==> src/rtl/core/thmrs_pkg.sv <==
`timescale 1ns / 1ps
// Shared types and constants for the tagged min-heap request scheduler.
package thmrs_pkg;

	localparam int HEAP_DEPTH = 64;
	localparam int NUM_LEVELS = $clog2(HEAP_DEPTH + 1);
	localparam int CNT_W      = NUM_LEVELS;
	localparam int LIDX_W     = NUM_LEVELS - 1;
	localparam int LVL_W      = $clog2(NUM_LEVELS);
	localparam int TAG_W      = 31;
	localparam int ID_W       = 16;
	localparam int COST_W     = 16;

	localparam logic [COST_W-1:0] COST_RESET = 16'd100;

	typedef enum logic {
		OP_ENQUEUE  = 1'b0,
		OP_DISPATCH = 1'b1
	} op_t;

	typedef enum logic [1:0] {
		STATUS_OK       = 2'd0,
		STATUS_EMPTY    = 2'd1,
		STATUS_FULL     = 2'd2,
		STATUS_OVERFLOW = 2'd3
	} status_t;

	typedef struct packed {
		op_t             operation;
		logic [ID_W-1:0] request_id;
	} req_t;

	typedef struct packed {
		status_t          status;
		logic [ID_W-1:0]  dispatched_id;
		logic [TAG_W-1:0] dispatched_tag;
		logic [CNT_W-1:0] queued_count;
	} rsp_t;

	typedef struct packed {
		logic [TAG_W-1:0] tag;
		logic [ID_W-1:0]  id;
	} entry_t;

	// Walk token handed from one level cell to the next.
	typedef struct packed {
		logic              valid;
		op_t               op;
		logic              shift;
		logic [LVL_W-1:0]  last_lvl;
		logic [CNT_W-1:0]  path;
		logic [CNT_W-1:0]  size;
		logic [LIDX_W-1:0] p;
		entry_t            item;
	} tok_t;

	// Write into the parent level, local slot p.
	typedef struct packed {
		logic              valid;
		logic [LIDX_W-1:0] p;
		entry_t            item;
	} wb_t;

endpackage

==> src/rtl/core/thmrs_cell.sv <==
`timescale 1ns / 1ps
// One heap level: slot storage in two child banks plus one compare step of the walk.
module thmrs_cell #(
	parameter int LEVEL = 1
) (
	input  logic                          clk,
	input  logic                          arst_n,
	input  thmrs_pkg::tok_t               tok_in,
	output thmrs_pkg::tok_t               tok_out,
	input  thmrs_pkg::wb_t                wb_in,
	output thmrs_pkg::wb_t                wb_out,
	input  logic [thmrs_pkg::LIDX_W-1:0]  last_k,
	output thmrs_pkg::entry_t             last_entry,
	output logic                          done
);
	import thmrs_pkg::*;

	localparam int AW       = (LEVEL > 1) ? LEVEL - 1 : 1;
	localparam int BANK_D   = 1 << AW;
	localparam int PATH_BIT = NUM_LEVELS - 1 - LEVEL;
	localparam logic [CNT_W-1:0] BASE = CNT_W'((1 << LEVEL) - 1);

	// bank0 holds left children, bank1 right children, both indexed by parent slot
	entry_t bank0_q [BANK_D];
	entry_t bank1_q [BANK_D];
	entry_t rd0_q, rd1_q;
	logic   last_b_q;

	tok_t   cur_s1;
	tok_t   tok_q, tok_d;
	wb_t    wb_q, wb_d;
	logic   done_q, done_d;

	logic [AW-1:0] rd_addr;
	logic          wr_en, wr_bank;
	logic [AW-1:0] wr_addr;
	entry_t        wr_data;
	logic          lw_en, lw_bank;

	logic              b_enq, take, is_last;
	entry_t            x_enq, cand, child;
	logic [LIDX_W-1:0] k_l;
	logic [CNT_W-1:0]  g_l, g_r, gc;
	logic              pick_l, pick_r, leaf;

	assign rd_addr = tok_in.valid ? tok_in.p[AW-1:0] : last_k[AW:1];

	always_comb begin
		b_enq   = cur_s1.path[PATH_BIT];
		x_enq   = b_enq ? rd1_q : rd0_q;
		take    = cur_s1.shift || (cur_s1.item.tag < x_enq.tag);
		is_last = (cur_s1.last_lvl == LVL_W'(LEVEL));

		k_l    = {cur_s1.p[LIDX_W-2:0], 1'b0};
		g_l    = BASE + CNT_W'(k_l);
		g_r    = g_l + CNT_W'(1);
		pick_l = (g_l < cur_s1.size) && (rd0_q.tag < cur_s1.item.tag);
		cand   = pick_l ? rd0_q : cur_s1.item;
		pick_r = (g_r < cur_s1.size) && (rd1_q.tag < cand.tag);
		child  = pick_r ? rd1_q : rd0_q;
		gc     = pick_r ? g_r : g_l;
		// child has no children of its own
		leaf   = {gc, 1'b1} >= {1'b0, cur_s1.size};

		tok_d       = cur_s1;
		tok_d.valid = 1'b0;
		wb_d        = '0;
		done_d      = 1'b0;
		lw_en       = 1'b0;
		lw_bank     = 1'b0;

		if (cur_s1.valid) begin
			if (cur_s1.op == OP_ENQUEUE) begin
				lw_bank = b_enq;
				if (is_last) begin
					lw_en  = 1'b1;
					done_d = 1'b1;
				end else begin
					lw_en       = take;
					tok_d.valid = 1'b1;
					tok_d.p     = {cur_s1.p[LIDX_W-2:0], b_enq};
					tok_d.shift = take;
					tok_d.item  = take ? x_enq : cur_s1.item;
				end
			end else begin
				wb_d.valid = 1'b1;
				wb_d.p     = cur_s1.p;
				if (!pick_l && !pick_r) begin
					wb_d.item = cur_s1.item;
					done_d    = 1'b1;
				end else begin
					wb_d.item = child;
					lw_bank   = pick_r;
					if (leaf) begin
						lw_en  = 1'b1;
						done_d = 1'b1;
					end else begin
						tok_d.valid = 1'b1;
						tok_d.p     = {cur_s1.p[LIDX_W-2:0], pick_r};
					end
				end
			end
		end
	end

	// write-back from the level below and local writes never fall in the same cycle
	always_comb begin
		if (wb_in.valid) begin
			wr_en   = 1'b1;
			wr_bank = wb_in.p[0];
			wr_addr = wb_in.p[AW:1];
			wr_data = wb_in.item;
		end else begin
			wr_en   = lw_en;
			wr_bank = lw_bank;
			wr_addr = cur_s1.p[AW-1:0];
			wr_data = cur_s1.item;
		end
	end

	always_ff @(posedge clk) begin
		if (wr_en && !wr_bank) begin
			bank0_q[wr_addr] <= wr_data;
		end
		if (wr_en && wr_bank) begin
			bank1_q[wr_addr] <= wr_data;
		end
		rd0_q    <= bank0_q[rd_addr];
		rd1_q    <= bank1_q[rd_addr];
		last_b_q <= last_k[0];
	end

	always_ff @(posedge clk or negedge arst_n) begin
		if (!arst_n) begin
			cur_s1 <= '0;
			tok_q  <= '0;
			wb_q   <= '0;
			done_q <= 1'b0;
		end else begin
			cur_s1 <= tok_in;
			tok_q  <= tok_d;
			wb_q   <= wb_d;
			done_q <= done_d;
		end
	end

	assign tok_out    = tok_q;
	assign wb_out     = wb_q;
	assign done       = done_q;
	assign last_entry = last_b_q ? rd1_q : rd0_q;

endmodule

==> config.mk <==
export PLATFORM = sky130hd
export DESIGN_NAME = thmrs_cell
export DESIGN_NICKNAME = d
export VERILOG_FILES = /design/src/rtl/core/thmrs_pkg.sv /design/src/rtl/core/thmrs_cell.sv
export SDC_FILE = /design/constraint.sdc
export NUM_CORES = 1
export LEC_CHECK = 0
export BUFFER_PORTS_ARGS = -buffer_cell sky130_fd_sc_hd__buf_2
export CAP_MARGIN = 15
export CORE_UTILIZATION = 57
export DETAILED_ROUTE_END_ITERATION = 8
export HOLD_SLACK_MARGIN = 0.02
export MAX_ROUTING_LAYER = met4
export PLACE_DENSITY = 0.87
export SYNTH_ARGS = -nofsm -noshare
export SYNTH_HDL_FRONTEND = slang
export SYNTH_SLANG_ARGS = --single-unit
==> constraint.sdc <==
create_clock -name clk -period 12.5 [get_ports clk]
set_input_delay 2.5 -clock clk [delete_from_list [all_inputs] [get_ports clk]]
set_output_delay 2.5 -clock clk [all_outputs]
set_load 0.03 [all_outputs]
==> metrics.cfg, run 1 <==
[run_status]
outcome = finished clean

[synth]
synth_cell_types = 60
ys_seq_area_frac = 0.633
synth_edf_count = 188
synthesis.nets = 1708
synth_ff_type = dfrtp_1
synth.ff_latch_count = 484
synth_cells = 1465
synthArstFlopShare = 0.415
avgSynthCellArea_um2 = 13.6
syn_area_um2 = 19900
ys_warn_count = 0

[finish]
final_nets = 2010
final_util = 0.694
layout_common_cells = 299 x buf_2, 200 x dfrtp_1, 188 x edfxtp_1, 159 x mux2_2, 138 x nor2_1
syn2layout_area_growth_pct = 18.4
final_common_cell = buf_2
multi_input_area_um2 = 6890
fill_cells = 2198
final_layout_size_suffix_gt1_frac = 0.329
regArea_um2 = 12600

[sta]
tightest_slew_ns = 1.16
tns_ns = 0
worst_hold_slack_ns = 0.349
hold_viol = 0
timing.final.crit_period_ns = 8.76
final-max-slew-violation-count = 0
clock_skew_ns = 0.0270
relSlewSlack = 0.226
rsz0062_at_grt = no
fin_crit_sh = 0.701
max_freq_mhz = 114
setup_viol = 0

[die]
core_area_um2 = 33900
die_w_um = 189
initial_core_util = 0.586
dieArea_um2 = 35600
die_y_um = 189
rows = 67
pin_count = 310

[setup_path]
slowest_delay_ns = 0.75
cp.arrival_ns = 8.96
criticalPathCategory = reg2reg
worst_path_max_delay_cell = buf_4
cp.buffers_inverters = 5
start_kind = register
cp-end-kind = register
path_max_fanout = 73
cp_top_family = compound AO/OA/AOI/OAI gates
worstPathRequired_ns = 12.70
crit_top_cell = buf_4

[flow_run]
drv_cap = 0

[global_routing]
grt_remaining_overflow = 0
grt_usage = 0.285
grt_max_degree = 95
grt_pass1_wl_um = 74900
grt_pass1_vias = 13500
antenna_found_initial = 4

[power_and_ir_drop]
p_seq_frac = 0.458
internal_power_uw = 2880
peakVddDrop_v = 0.000133
p_clk_frac = 0.364
switching_share = 0.285
combPwrFrac = 0.177
power_density_nw_per_um2 = 171
net-switching-power_uw = 1150
power.leakage_uw = 0.0102

[routing]
wl_per_cell_um = 21.6
vias_per_cell = 5.87
first_pass_iters = 8
drtIter0Drc = 1070
wirelength_um = 48700
ant_nets = 0
vias = 13200
drc = 0

[clocking]
insertion_delay_ns = 0.58
clockBufferDepth = 3
cts_tree = yes
htree_levels = 2
post_cts_buffers = 0
cts-root-buf = clkbuf_16
cts.sink_count = 484
holdBufCountCts = 0
ctsResizeCount = 0
clk_pin_slew_worst_paths_ns = 0.06
cts_buffers = 48

[placed_design]
globalplace.congestion = 0.916
hpwl_um = 31900
portBuffers = 301

[worst_hold_path]
hold_class = reg2reg

==> power groups by stage <==
stage	combinational (uW)	sequential [uW]	clock [uW]
2_1_floorplan	411	1940	0
3_3_place_gp	684	1870	0
3_5_place_dp	704	1880	0
4_1_cts	712	1850	1490
5_1_grt	774	1860	1550
6_report	715	1850	1470
==> worst paths after layout <==
check                                           from  slack, ns  cells after the start                 endpoint
worst max-delay path            cur_s1[24]$_DFF_PN0_       3.74                     28  bank1_q[0][3]$_DFFE_PP_
worst min-delay path            cur_s1[63]$_DFF_PN0_       0.35                      0    tok_out[63]$_DFF_PN0_
worst max register to register  cur_s1[24]$_DFF_PN0_       3.74                     28  bank1_q[0][3]$_DFFE_PP_
worst min register to register  cur_s1[63]$_DFF_PN0_       0.35                      0    tok_out[63]$_DFF_PN0_
max in group asynchronous                     arst_n       9.16                      2     wb_out[48]$_DFF_PN0_
min in group asynchronous                     arst_n       1.95                      1     cur_s1[41]$_DFF_PN0_
==> worst register-to-register path, delay by kind of cell, from the launching register on <==
family | cells | cell delay (ns)
AOI/OAI and AO/OA | 11 | 3.24
DFF | 1 | 0.41
buffers and inverters | 5 | 2.11
adders and majority gates | 3 | 0.97
xor gates and xnor gates | 1 | 0.19
and+or+nand+nor | 8 | 1.45
==> synthesized netlist by cell type (5+ instances only) <==
cell type,instances,share of area
a21o_1,9,0.0034
a211oi_1,38,0.014
mux2_1,6,0.0034
o21ai_0,48,0.012
o21a_1,8,0.0030
mux2_2,159,0.090
dfrtp_1,201,0.25
edfxtp_1,188,0.28
nor2_1,138,0.026
nand2_1,58,0.011
ha_1,108,0.068
o211ai_1,6,0.0023
clkbuf_1,52,0.0098
buf_1,10,0.0019
and3_1,9,0.0028
dfxtp_1,95,0.096
nor3_1,5,0.0013
inv_1,47,0.0089
a21oi_1,107,0.027
nand4_1,17,0.0054
nor4_1,7,0.0022
mux2i_1,65,0.033
nor2b_1,5,0.0016
a211oi_2,20,0.013
==> area by class of cell <==
cell class,count,share of cell area
Antenna cell,3,0.000319
Sequential cell,484,0.535
Clock buffer,63,0.0569
Multi-Input combinational cell,866,0.293
Clock inverter,26,0.0128
Inverter,48,0.00766
Tap cell,448,0.0238
Timing Repair Buffer,319,0.0703
==> sequential cells by signal, summed over array words and instances (netlist names) <==
| name | count |
|---|---|
| wb_out | 54 |
| last_b_q | 1 |
| cur_s1 | 72 |
| bank1_q | 94 |
| rd0_q | 47 |
| rd1_q | 47 |
| bank0_q | 94 |
| done | 1 |
| tok_out | 73 |
| b_enq | 1 |
==> kinds of logic after synthesis <==
kind of cell,share of synthesized area
AO/OA/AOI/OAI,0.0909
buffers and inverters,0.0230
adder cells (fa/ha/maj),0.0680
multiplexers,0.126
AND/OR/NAND/NOR,0.0554
flip-flops,0.633
XOR/XNOR,0.00309
==> per-layer routing <==
metal | wire length, um | track usage | up-vias
li1 | - | - | 5937
met4 | 1930 | 0.118 | 0
met1 | 19700 | 0.364 | 6535
met3 | 3280 | 0.0384 | 121
met5 | 0 | - | -
met2 | 23900 | 0.460 | 645
==> per-stage QoR <==
step / worst slack [ns] / std cells / power, uW / instance area (um^2)
4_1_cts: 3.85 / 2254 / 4040 / 23500
5_1_grt: 3.15 / 2257 / 4180 / 23500
3_5_place_dp: 3.94 / 2165 / 2580 / 21900
3_3_place_gp: 4.16 / 2165 / 2550 / 21900
2_1_floorplan: 2.63 / 1465 / 2350 / 19900
6_report: 3.74 / 2257 / 4030 / 23500
(Power assumes the default switching activity.)
==> inputs of run 2 (changes only) <==
Settings changed: CORE_UTILIZATION 57 to 51, PLACE_DENSITY 0.87 to 0.83.
Clock period 12.5 ns to 7.65 ns, I/O delays scaled along.
==> metrics.cfg, run 2 (same netlist as run 1, synthesis figures left out) <==
[run_status]
outcome = finished clean

[die]
die_y_um = 199  ; +5.7%
dieArea_um2 = 39700  ; +12%
initial_core_util = 0.522  ; -0.0641
pin_count = 310  ; unchanged
core_area_um2 = 38000  ; +12%
rows = 71  ; +6.0%
die_w_um = 199  ; +5.7%

[routing]
wl_per_cell_um = 21.8  ; +0.74%
vias_per_cell = 5.66  ; -3.5%
drc = 0  ; unchanged
wirelength_um = 51000  ; +4.6%
vias = 13300  ; +0.23%
drtIter0Drc = 806  ; -25%
ant_nets = 0  ; unchanged
first_pass_iters = 7  ; -1

[finish]
layout_common_cells = 299 x buf_2, 200 x dfrtp_1, 188 x edfxtp_1, 159 x mux2_2, 138 x nor2_1
final_nets = 2031  ; +1.0%
final_common_cell = buf_2
final_util = 0.627  ; -0.0675
final_layout_size_suffix_gt1_frac = 0.334  ; +0.00534
finalNonFillerCells = 2344  ; +3.9%
syn2layout_area_growth_pct = 20.0

[sta]
hold_viol = 0  ; unchanged
setup_slack_ns = 0.326  ; -3.41 ns
fin_crit_sh = 0.957  ; +0.257
tightest_slew_ns = 1.16  ; -0.00165 ns
final-max-slew-violation-count = 0  ; unchanged
setup_viol = 0  ; unchanged
tns_ns = 0  ; unchanged
relSlewSlack = 0.227  ; +0.00110
timing.final.crit_period_ns = 7.32  ; -1.44 ns
rsz0062_at_grt = no
max_freq_mhz = 137  ; +20%
clock_skew_ns = 0.0155  ; -0.0115 ns

[setup_path]
cp.buffers_inverters = 6  ; +1
cp_top_family = compound AO/OA/AOI/OAI gates
criticalPathCategory = reg2reg
slowest_delay_ns = 0.45  ; -0.30 ns
worst_path_max_delay_cell = dfrtp_1
start_kind = register
cp-end-kind = register
cp.arrival_ns = 7.62  ; -1.34 ns
crit_top_cell = ha_1
worstPathRequired_ns = 7.95  ; -4.75 ns
path_max_fanout = 17  ; -77%

[global_routing]
grt_remaining_overflow = 0  ; unchanged
grt_max_degree = 107  ; +13%
antenna_found_initial = 5  ; +1
grt_pass1_vias = 13600  ; +0.51%
grt_usage = 0.261  ; -0.0235
grt_pass1_wl_um = 75400  ; +0.63%

[clocking]
cts_tree = yes
clockBufferDepth = 3  ; unchanged
clk_pin_slew_worst_paths_ns = 0.06  ; about the same
htree_levels = 2  ; unchanged
cts.sink_count = 484  ; unchanged
cts-root-buf = clkbuf_16
holdBufCountCts = 0  ; unchanged
cts_buffers = 49  ; +2.1%
insertion_delay_ns = 0.60  ; +0.02 ns

[flow_run]
drv_cap = 0  ; unchanged

[power_and_ir_drop]
power_density_nw_per_um2 = 277  ; +62%
power.leakage_uw = 0.0104  ; +1.1%
peakVddDrop_v = 0.000191  ; +43%
power.total_uw = 6610  ; +64%

[placed_design]
portBuffers = 301  ; unchanged
hpwl_um = 33700  ; +5.7%
dp_slack_ns = 0.257  ; -3.68 ns
globalplace.congestion = 0.886  ; -3.3%
dp.cells = 2240  ; +3.5%

[worst_hold_path]
hold_class = reg2reg

[run 2: final cells by class]
class                      count  area [um^2]
fill                        2862        14200
sequential                   484        12600
multi-input combinational    867         6910
timing repair buffer         338         1900
clock buffer                  75         1400
tap                          511          639
clock inverter                16          204
inverter                      48          180
antenna                        5         12.5
[run 2: what timing repair did]
item	4_1_cts	5_1_grt
setup buffers	0	6
gates resized for setup	0	3
endpoints found under the setup margin	0	188
[run 2: report_power, final]
part,internal (uW),total (uW),switching (uW)
clock network,1380,2370,994
logic,430,1230,797
registers,2900,3010,108
total,4710,6610,1900
[run 2: routing by layer]
layer,part of all wire,vias up,wire length (um),track usage
met5,0,-,0,-
met4,0.032,0,1640,0.116
met3,0.061,104,3100,0.0334
met2,0.50,536,25300,0.431
met1,0.41,6624,21000,0.324
li1,-,6004,-,-
[run 2: final timing paths]
kind	cells past startpoint	slack (ns)	start	endpoint
setup reg to reg	31	0.33	cur_s1[46]$_DFF_PN0_	bank1_q[0][25]$_DFFE_PP_
max in group asynchronous	2	5.40	arst_n	b_enq$_DFF_PN0_
setup / recovery	31	0.33	cur_s1[46]$_DFF_PN0_	bank1_q[0][25]$_DFFE_PP_
hold / removal	0	0.34	cur_s1[62]$_DFF_PN0_	tok_out[62]$_DFF_PN0_
hold reg to reg	0	0.34	cur_s1[62]$_DFF_PN0_	tok_out[62]$_DFF_PN0_
min in group asynchronous	1	0.98	arst_n	tok_out[61]$_DFF_PN0_
[run 2: metrics by stage]
| step | hold slack (ns) | cell area (um^2) |
|---|---|---|
| 2_1_floorplan | 0.331 | 19900 |
| 3_3_place_gp | 0.331 | 22100 |
| 3_5_place_dp | 0.336 | 22100 |
| 4_1_cts | 0.345 | 23700 |
| 5_1_grt | 0.359 | 23800 |
| 6_report | 0.345 | 23800 |
